--- src/wmcjp_pkg.sv ---
// Shared types and constants for the windowed minimum-cost jump path block.
package wmcjp_pkg;

    localparam int HEIGHT_W = 16;
    localparam int COST_W   = 32;
    localparam int JUMP_W   = 8;

    localparam logic [COST_W-1:0] COST_MAX = {COST_W{1'b1}};

    // One input transaction: a stone height and the end-of-sequence flag.
    typedef struct packed {
        logic [HEIGHT_W-1:0] height;
        logic                last;
    } in_t;

    // One result transaction: the best cost and the end-of-sequence flag.
    typedef struct packed {
        logic [COST_W-1:0] cost;
        logic              last_res;
    } out_t;

    // A stored window entry: a previous stone's height and best cost.
    typedef struct packed {
        logic [HEIGHT_W-1:0] height;
        logic [COST_W-1:0]   cost;
    } entry_t;

    // The query that travels down the chain of cells.
    typedef struct packed {
        logic                valid;
        logic [HEIGHT_W-1:0] height;
        logic [COST_W-1:0]   best;
    } token_t;

    // Top-level control states, one-hot.
    typedef enum logic [2:0] {
        ST_IDLE = 3'b001,
        ST_SCAN = 3'b010,
        ST_HOLD = 3'b100
    } state_t;

endpackage

--- src/wmcjp_cell.sv ---
// One window cell: holds a previous stone and folds it into a passing query.
module wmcjp_cell import wmcjp_pkg::*; #(
    parameter int CNT_W = 8
) (
    input  logic             aclk,
    input  logic             aresetn,
    input  logic             shift_en,
    input  entry_t           entry_in,
    output entry_t           entry_out,
    input  token_t           tok_in,
    input  logic [CNT_W-1:0] rem_in,
    output token_t           tok_out,
    output logic [CNT_W-1:0] rem_out
);

    entry_t               entry_reg;
    token_t               tok_reg;
    token_t               tok_next;
    logic [CNT_W-1:0]     rem_reg;
    logic [CNT_W-1:0]     rem_next;
    logic [HEIGHT_W-1:0]  diff;
    logic [COST_W:0]      cand;
    logic [COST_W-1:0]    cand_sat;
    logic                 in_span;

    // Window entry moves one cell further back whenever a stone is committed.
    always_ff @(posedge aclk) begin
        if (shift_en) begin
            entry_reg <= entry_in;
        end
    end

    assign entry_out = entry_reg;

    // Candidate cost of jumping from this cell's stone to the queried stone.
    always_comb begin
        in_span  = (rem_in != '0);
        diff     = (tok_in.height >= entry_reg.height) ? (tok_in.height - entry_reg.height)
                                                       : (entry_reg.height - tok_in.height);
        cand     = {1'b0, entry_reg.cost} + {{(COST_W + 1 - HEIGHT_W){1'b0}}, diff};
        cand_sat = cand[COST_W] ? COST_MAX : cand[COST_W-1:0];

        tok_next = tok_in;
        rem_next = '0;
        if (in_span) begin
            rem_next = rem_in - 1'b1;
            if (cand_sat < tok_in.best) begin
                tok_next.best = cand_sat;
            end
        end
    end

    // Query stage register hands the running minimum to the next cell.
    always_ff @(posedge aclk) begin
        if (!aresetn) begin
            tok_reg.valid <= 1'b0;
        end else begin
            tok_reg.valid <= tok_next.valid;
        end
        tok_reg.height <= tok_next.height;
        tok_reg.best   <= tok_next.best;
        rem_reg        <= rem_next;
    end

    assign tok_out = tok_reg;
    assign rem_out = rem_reg;

endmodule

--- config.mk ---
export PLATFORM = sky130hd
export DESIGN_NAME = wmcjp_cell
export DESIGN_NICKNAME = d
export VERILOG_FILES = /design/src/wmcjp_pkg.sv /design/src/wmcjp_cell.sv
export SDC_FILE = /design/constraint.sdc
export NUM_CORES = 1
export LEC_CHECK = 0
export ABC_CLOCK_PERIOD_IN_PS = 8050
export BUFFER_PORTS_ARGS = -buffer_cell sky130_fd_sc_hd__buf_2
export CAP_MARGIN = 20
export CORE_MARGIN = 8
export CORE_UTILIZATION = 50
export DETAILED_ROUTE_END_ITERATION = 16
export PLACE_DENSITY = 0.78
export SLEW_MARGIN = 25
export SYNTH_ARGS = -nofsm -noshare
export SYNTH_HDL_FRONTEND = slang
export SYNTH_SLANG_ARGS = --single-unit
--- constraint.sdc ---
create_clock -name aclk -period 8.05 [get_ports aclk]
set_input_delay 0.805 -clock aclk [delete_from_list [all_inputs] [get_ports aclk]]
set_output_delay 0.805 -clock aclk [all_outputs]
set_load 0.05 [all_outputs]
# After elaboration in Yosys (flattened, before gate mapping)
# Index checks and enable logic that the tools add are counted.
# op_classes
n_addsub	4
order_cmp	2
muxes	4
n_reduce_logical	1
# ops
op	count
32-bit two-way mux	3
32-bit by 16-bit adder with 33-bit output	1
32-bit < comparator	1
16-bit subtractor	2
16-bit greater-or-equal comparator	1
16-bit two-way mux	1
8-bit nonzero test	1
8-bit by 1-bit subtractor with 8-bit output (second input constant)	1
# word_totals
reg_bits	105
out_inout_bits	105

# Depth between registers and ports, before layout
# Gate-level depths: netlist of run 1.
# depth
depth_word	7
ltp_mapped	31
mapped_depth_nobuf	27

# Worst setup path before layout of run 1
# No wires, ideal clock.
# synth_path
path_kind	input-to-reg
startpoint	input port tok_in[32] (netlist name)
endpoint	register tok_reg (netlist bit tok_out[10])
setup_ns	0.121
arrival_time_ns	6.441
required_ns	7.929
path_slack_ns	1.488
cell_stages	30
n_path_buf	4
path_cell_list	inv_1 > ha_1 > inv_1 > fa_1 > a21o_1 > a221oi_2 > a21oi_1 > o21a_1 > buf_6 > mux2i_1 > o31ai_1 > xor2_1 > ha_1 > clkbuf_1 > a21oi_1 > o21ai_1 > or3b_1 > a211o_1 > nand3_1 > buf_4 > nand2_1 > ha_1 > a21oi_1 > nand2_1 > a211o_1 > a211o_1 > a21oi_2 > o21a_4 > buf_6 > mux2_4
# synth_rtl
element	line	source
start, declared	wmcjp_cell.sv:10	input token_t tok_in,
end, declared	wmcjp_cell.sv:17	token_t tok_reg;

==> results.toml, run 1 <==
[pwr]
netSwitchingFraction_pct = 44.0
combPwrFrac_pct = 52.7
p_clk_share_pct = 17.5
cellPowerDensity_nw_per_um2 = 276
intPower_mw = 1.28
vdd_ir_drop_max_mv = 0.171
p_switching_mw = 1.01
p_seq_share_pct = 29.8
p_leak_nw = 4.07

[critical_path]
end_kind = "register"
cp_max_fo = 32
worst_ep_arrival_time_ns = 7.60
cp.required_ns = 8.29
critical_path.cell_chain = "buf_2, ha_1, and3_1, nand4_1, a21oi_1, o21a_1, mux2i_1, o31ai_1, xor2_1, ha_1, a21oi_1, o21ai_1, or3b_1, a211o_1, nand3_1, o21ai_0, ha_1, nand4_1, nor2_1, a211o_1, a211o_1, a21oi_2, o21a_4, mux2_2"
cp-start-kind = "input pin"
slowest_delay_ns = 0.58
worst_path_dominant_cell_family = "compound AO/OA/AOI/OAI gates"
cp_num_buf_inv = 1
crit_slowest_cell = "o21a_1"
worstSetupPathType = "in -> reg"

[hold_path]
hp-class = "in -> reg"

[yosys]
synth_flop_cell = "dfxtp_1"
avgSynthCellArea_um2 = 9.74
ys_warn_count = 0
ys_seq_elements = 105
async_reset_ff_share_pct = 0
synth_edf_count = 48
ys_seq_area_share_pct = 37.7
synth_nets = 895
synth_cell_types = 63
syn_area_um2 = 6860
synth_cells = 704

[sta]
rsz0062_at_grt = "no"
relSlewSlack_pct = 55.5
finalClockSkew_ns = 0.00795
setup_viol = 0
worst_pin_slew_ns = 0.668
hold_violations = 0
slew_violations = 0
setup-tns-final_ns = 0
holdWs_ns = 0.575
clock.fmax_mhz = 136
fin_crit_ns = 7.36
fin_crit_sh_pct = 91.4

[detailed_routing]
drt_wl_total_um = 17900
dr_total_vias = 5913
drtIter0Drc = 418
drc = 0
dr.pass1.iters = 5
ant_nets = 0
via_per_inst = 5.43
wire_per_inst_um = 16.5

[layout]
areaGrowthSynthToFinish_pct = 21.0
drive_gt1_share_pct = 28.4
antennaDiodeCount = 0
nets = 1098
design_area_um2 = 8290
nFillCells = 1109
regArea_um2 = 2580
utilization_pct = 62.4
multi_input_comb_area_um2 = 3840
final_common_cell = "buf_2"
fin_cells = 1088
final_cell_mix = "211 x buf_2, 80 x inv_1, 80 x ha_1, 57 x dfxtp_1, 49 x a21oi_1"

[clock_network]
root_buffer = "clkbuf_16"
cts_setup_buffers = 0
cts_resized = 0
worstSkewPairLatency_ns = 0.36
clock_path_buffers = 2
cts_tree = "yes"
holdBufCountCts = 0
tritoncts.num_buffers = 9
clock_tree.htree_level_count = 3
path_clk_slew_ns = 0.07
cts_sinks = 105

[die]
core-area_um2 = 13300
fp.dieH_um = 133
die_w_um = 133
initial_core_util_pct = 51.6
io_pins = 213
fp-row-count = 42
die_area_um2 = 17700

[status]
status = "finished, final reports clean"

[placed_design]
gp_congestion = 0.928
place_area_um2 = 8020
io_buffer_count = 212
dp.cells = 1072
dp_hpwl_um = 14800

[global_routing]
grtUsageTotal_pct = 19.6
antenna_found_initial = 2
grt_max_degree = 49
grt_pass1_wl_um = 28400
overflow = 0
first_global_vias = 5894

[run]
max_cap_viol_count = 0
## registers in the layout (all words and copies together), names as in the netlist
name / cells
tok_out: 49
entry_out: 48
rem_out: 8
## area by class of cell
type / instances / area share, %
multi-input combinational: 497 / 46.4
sequential: 105 / 31.1
timing repair buffer: 214 / 13.0
inverter: 80 / 3.62
clock buffer: 12 / 2.85
tap: 176 / 2.66
clock inverter: 4 / 0.362
## per-stage QoR
step	total power [mW]	setup WS [ns]
2_1_floorplan	1.62	1.49
3_3_place_gp	1.88	0.559
3_5_place_dp	1.89	0.377
4_1_cts	2.29	0.751
5_1_grt	2.44	0.199
6_report	2.29	0.690
## kinds of logic (layout without fill, tap and decap cells)
family,count (synthesis),in the layout,synth area share (%)
multiplexers,29,29,5.55
adder cells (fa/ha/maj),83,83,15.5
AND/OR/NAND/NOR,167,167,12.5
XOR/XNOR,38,38,4.85
flip-flops,105,105,37.7
buffers and inverters,102,310,6.24
AO/OA/AOI/OAI,180,180,17.7
## routing by layer
layer  up-vias  GRT usage, %  routed length [um]
met5         -             0                  23
met3        33          6.88                1440
met4         4          5.93                 314
met2       197          33.8                8620
li1       2951             -                   -
met1      2728          22.3                7540
## final timing paths
check	to	startpoint	depth (start not counted)	slack (ns)
setup reg to reg	tok_out[1]$_DFF_P_	entry_out[37]$_DFFE_PP_	24	0.84
hold / removal	tok_out[47]$_DFF_P_	tok_in[47]	1	0.57
hold reg to reg	tok_out[24]$_DFF_P_	entry_out[24]$_DFFE_PP_	2	0.64
setup / recovery	tok_out[1]$_DFF_P_	tok_in[37]	24	0.69
## power by group through the flow
stage,logic (mW),registers (mW),clock network (mW)
2_1_floorplan,0.642,0.982,0
3_3_place_gp,1.18,0.691,0
3_5_place_dp,1.20,0.693,0
4_1_cts,1.20,0.681,0.408
5_1_grt,1.32,0.689,0.432
6_report,1.21,0.680,0.400
## cells in the mapped netlist (4+ instances only)
cell type / instances / area share (%)
a211o_1: 5 / 0.64
a211oi_1: 6 / 0.66
a21o_1: 21 / 2.3
a21oi_1: 49 / 3.6
a2bb2oi_1: 13 / 1.7
a31oi_1: 10 / 0.91
and2_1: 8 / 0.73
and3_1: 11 / 1.0
buf_2: 9 / 0.66
buf_6: 4 / 0.66
clkbuf_1: 7 / 0.38
dfxtp_1: 57 / 17
edfxtp_1: 48 / 21
ha_1: 80 / 15
inv_1: 80 / 4.4
mux2_2: 4 / 0.66
mux2_4: 17 / 3.7
mux2i_1: 8 / 1.2
nand2_1: 47 / 2.6
nand2b_1: 4 / 0.36
nand3_1: 21 / 1.5
nand4_1: 23 / 2.1
nor2_1: 25 / 1.4
nor3_1: 9 / 0.66
o211ai_1: 10 / 1.1
o21a_1: 5 / 0.55
o21ai_0: 27 / 2.0
o21bai_1: 8 / 0.88
o221ai_1: 4 / 0.51
xnor2_1: 16 / 2.0
xor2_1: 22 / 2.8
## worst reg2reg max path, delay by kind of cell (launching register included)
family	cells	cell delay, ns
AO/OA/AOI/OAI	11	3.36
AND/OR/NAND/NOR	6	1.37
adder cells (fa/ha/maj)	3	1.13
multiplexers	2	0.63
flip-flops	1	0.37
XOR/XNOR	1	0.17
buffers and inverters	1	0.05
Note: power is estimated with default switching activity, not from simulation.
==> run 2: changes to the inputs <==
--- a/config.mk
+++ b/config.mk
@@ -12,6 +12,7 @@
 export CORE_UTILIZATION = 50
 export DETAILED_ROUTE_END_ITERATION = 16
 export PLACE_DENSITY = 0.78
+export SETUP_SLACK_MARGIN = 0.5
 export SLEW_MARGIN = 25
 export SYNTH_ARGS = -nofsm -noshare
 export SYNTH_HDL_FRONTEND = slang
==> constraint.sdc (replaced) <==
create_clock -name aclk -period 8.05 [get_ports aclk]
set_input_delay 0.4025 -clock aclk [delete_from_list [all_inputs] [get_ports aclk]]
set_output_delay 0.4025 -clock aclk [all_outputs]
set_load 0.05 [all_outputs]
==> run 2 against run 1 <==
  * Via count shrank 0.36%
  * Fmax rose by 6.1%
  * Sequential power hardly changed
  * Final area is 0.59% higher
==> results.toml, run 2 (synthesized netlist as in run 1, its figures left out) <==
[status]
status = "finished, final reports clean"

[die]
fp-row-count = 42
core-area_um2 = 13300
initial_core_util_pct = 51.6
io_pins = 213
die_w_um = 133
fp.dieH_um = 133
die_area_um2 = 17700

[pwr]
p_leak_nw = 4.12
cellPowerDensity_nw_per_um2 = 280
vdd_ir_drop_max_mv = 0.120

[critical_path]
crit_slowest_cell = "nor4_1"
critPathMostFrequentCell = "nand4_1"
end_kind = "register"
worst_ep_arrival_time_ns = 7.18
cp-start-kind = "register"
cp_max_fo = 32
worstSetupPathType = "reg -> reg"
cp.required_ns = 8.29
slowest_delay_ns = 0.51

[clock_network]
root_buffer = "clkbuf_16"
clock_tree.htree_level_count = 3
path_clk_slew_ns = 0.07
worstSkewPairLatency_ns = 0.36
clock_path_buffers = 2
cts_sinks = 105
cts_setup_buffers = 0
tritoncts.num_buffers = 9
cts_tree = "yes"

[layout]
drive_gt1_share_pct = 28.8
areaGrowthSynthToFinish_pct = 21.7
final_common_cell = "buf_2"
nFillCells = 1131
design_area_um2 = 8340
largest_reg_flops = 49
final_cell_mix = "211 x buf_2, 80 x inv_1, 80 x ha_1, 57 x dfxtp_1, 49 x a21oi_1"
regArea_um2 = 2580
multi_input_comb_area_um2 = 3850
nets = 1098
antennaDiodeCount = 0

[detailed_routing]
drc = 0
met2_length_um = 8740
wl_met1_um = 7600
ant_nets = 0
dr.max_layer_used = "met5"
wire_per_inst_um = 16.7
met3_length_um = 1410
via_per_inst = 5.42
dr.pass1.iters = 7
dr_total_vias = 5892
drtIter0Drc = 434
drt_wl_total_um = 18100

[placed_design]
gp_congestion = 0.929
dp_hpwl_um = 14900
place_area_um2 = 8020
io_buffer_count = 212

[sta]
clock.fmax_mhz = 144
relSlewSlack_pct = 58.2
hold_violations = 0
setup-tns-final_ns = 0
rsz0062_at_grt = "no"
holdWs_ns = 0.177
fin_crit_sh_pct = 86.2
setup_viol = 0
fin_crit_ns = 6.94
finalClockSkew_ns = 0.00783
slew_violations = 0
worst_pin_slew_ns = 0.628

[global_routing]
first_global_vias = 5905
grtUsageTotal_pct = 20.0
overflow = 0
grt_max_degree = 49
grt_pass1_wl_um = 29000
antenna_found_initial = 1

[run]
max_cap_viol_count = 0

[hold_path]
hp-class = "in -> reg"
[run 2: cell count changes in the layout (fill, tap and decap cells not counted)]
cell	change
clkinvlp_4	-4
clkbuf_2	+1
o21a_4	+1
clkinv_2	+1
inv_4	+1
clkinv_4	+1
bufinv_16	+1
clkbuf_1	-3
clkbuf_8	+2
o21a_1	-1
[run 2: worst paths after layout]
| kind | from | end | slack, ns | depth (start not counted) |
|---|---|---|---|---|
| min | tok_in[34] | tok_out[34]$_DFF_P_ | 0.18 | 1 |
| min reg2reg | entry_out[24]$_DFFE_PP_ | tok_out[24]$_DFF_P_ | 0.66 | 2 |
| max | entry_out[37]$_DFFE_PP_ | tok_out[7]$_DFF_P_ | 1.11 | 25 |
| max reg2reg | entry_out[37]$_DFFE_PP_ | tok_out[7]$_DFF_P_ | 1.11 | 25 |
[run 2: critical path, delay by kind of cell (launching register included)]
kind                     cells  cell delay (ns)
AND/OR/NAND/NOR              8             2.14
AO/OA/AOI/OAI                9             2.02
adder cells (fa/ha/maj)      3             1.16
multiplexers                 2             0.69
flip-flops                   1             0.36
buffers and inverters        2             0.28
XOR/XNOR                     1             0.16
[run 2: report_power, final]
group | switching (mW) | internal [mW] | total [mW]
Sequential | 0.0350 | 0.645 | 0.680
Combinational | 0.783 | 0.424 | 1.21
Clock | 0.193 | 0.260 | 0.452
[run 2: through the flow]
stage	setup WS (ns)	utilization (%)	std cells	power [mW]
floorplan	1.57	-	704	1.62
global placement	0.815	60.4	1072	1.87
detailed placement	0.614	60.4	1072	1.89
CTS	0.713	62.7	1088	2.35
global route	0.530	62.7	1088	2.49
finish	1.11	62.7	1088	2.34
[run 2: timing repair]
item                                    CTS  global route
resized for setup                         0             2
hold buffers                              0             0
endpoints found under the setup margin    0            32
[run 2: layout make-up]
class	count	area share [%]
Inverter	80	3.60
Sequential cell	105	31.0
Clock buffer	12	3.09
Timing Repair Buffer	214	12.9
Tap cell	176	2.64
Multi-Input combinational cell	497	46.2
Clock inverter	4	0.600
[run 2: layer usage]
metal | track usage, % | vias up
met5 | 0 | -
met4 | 6.11 | 2
met3 | 6.62 | 32
met2 | 34.4 | 197
met1 | 23.1 | 2707
li1 | - | 2954
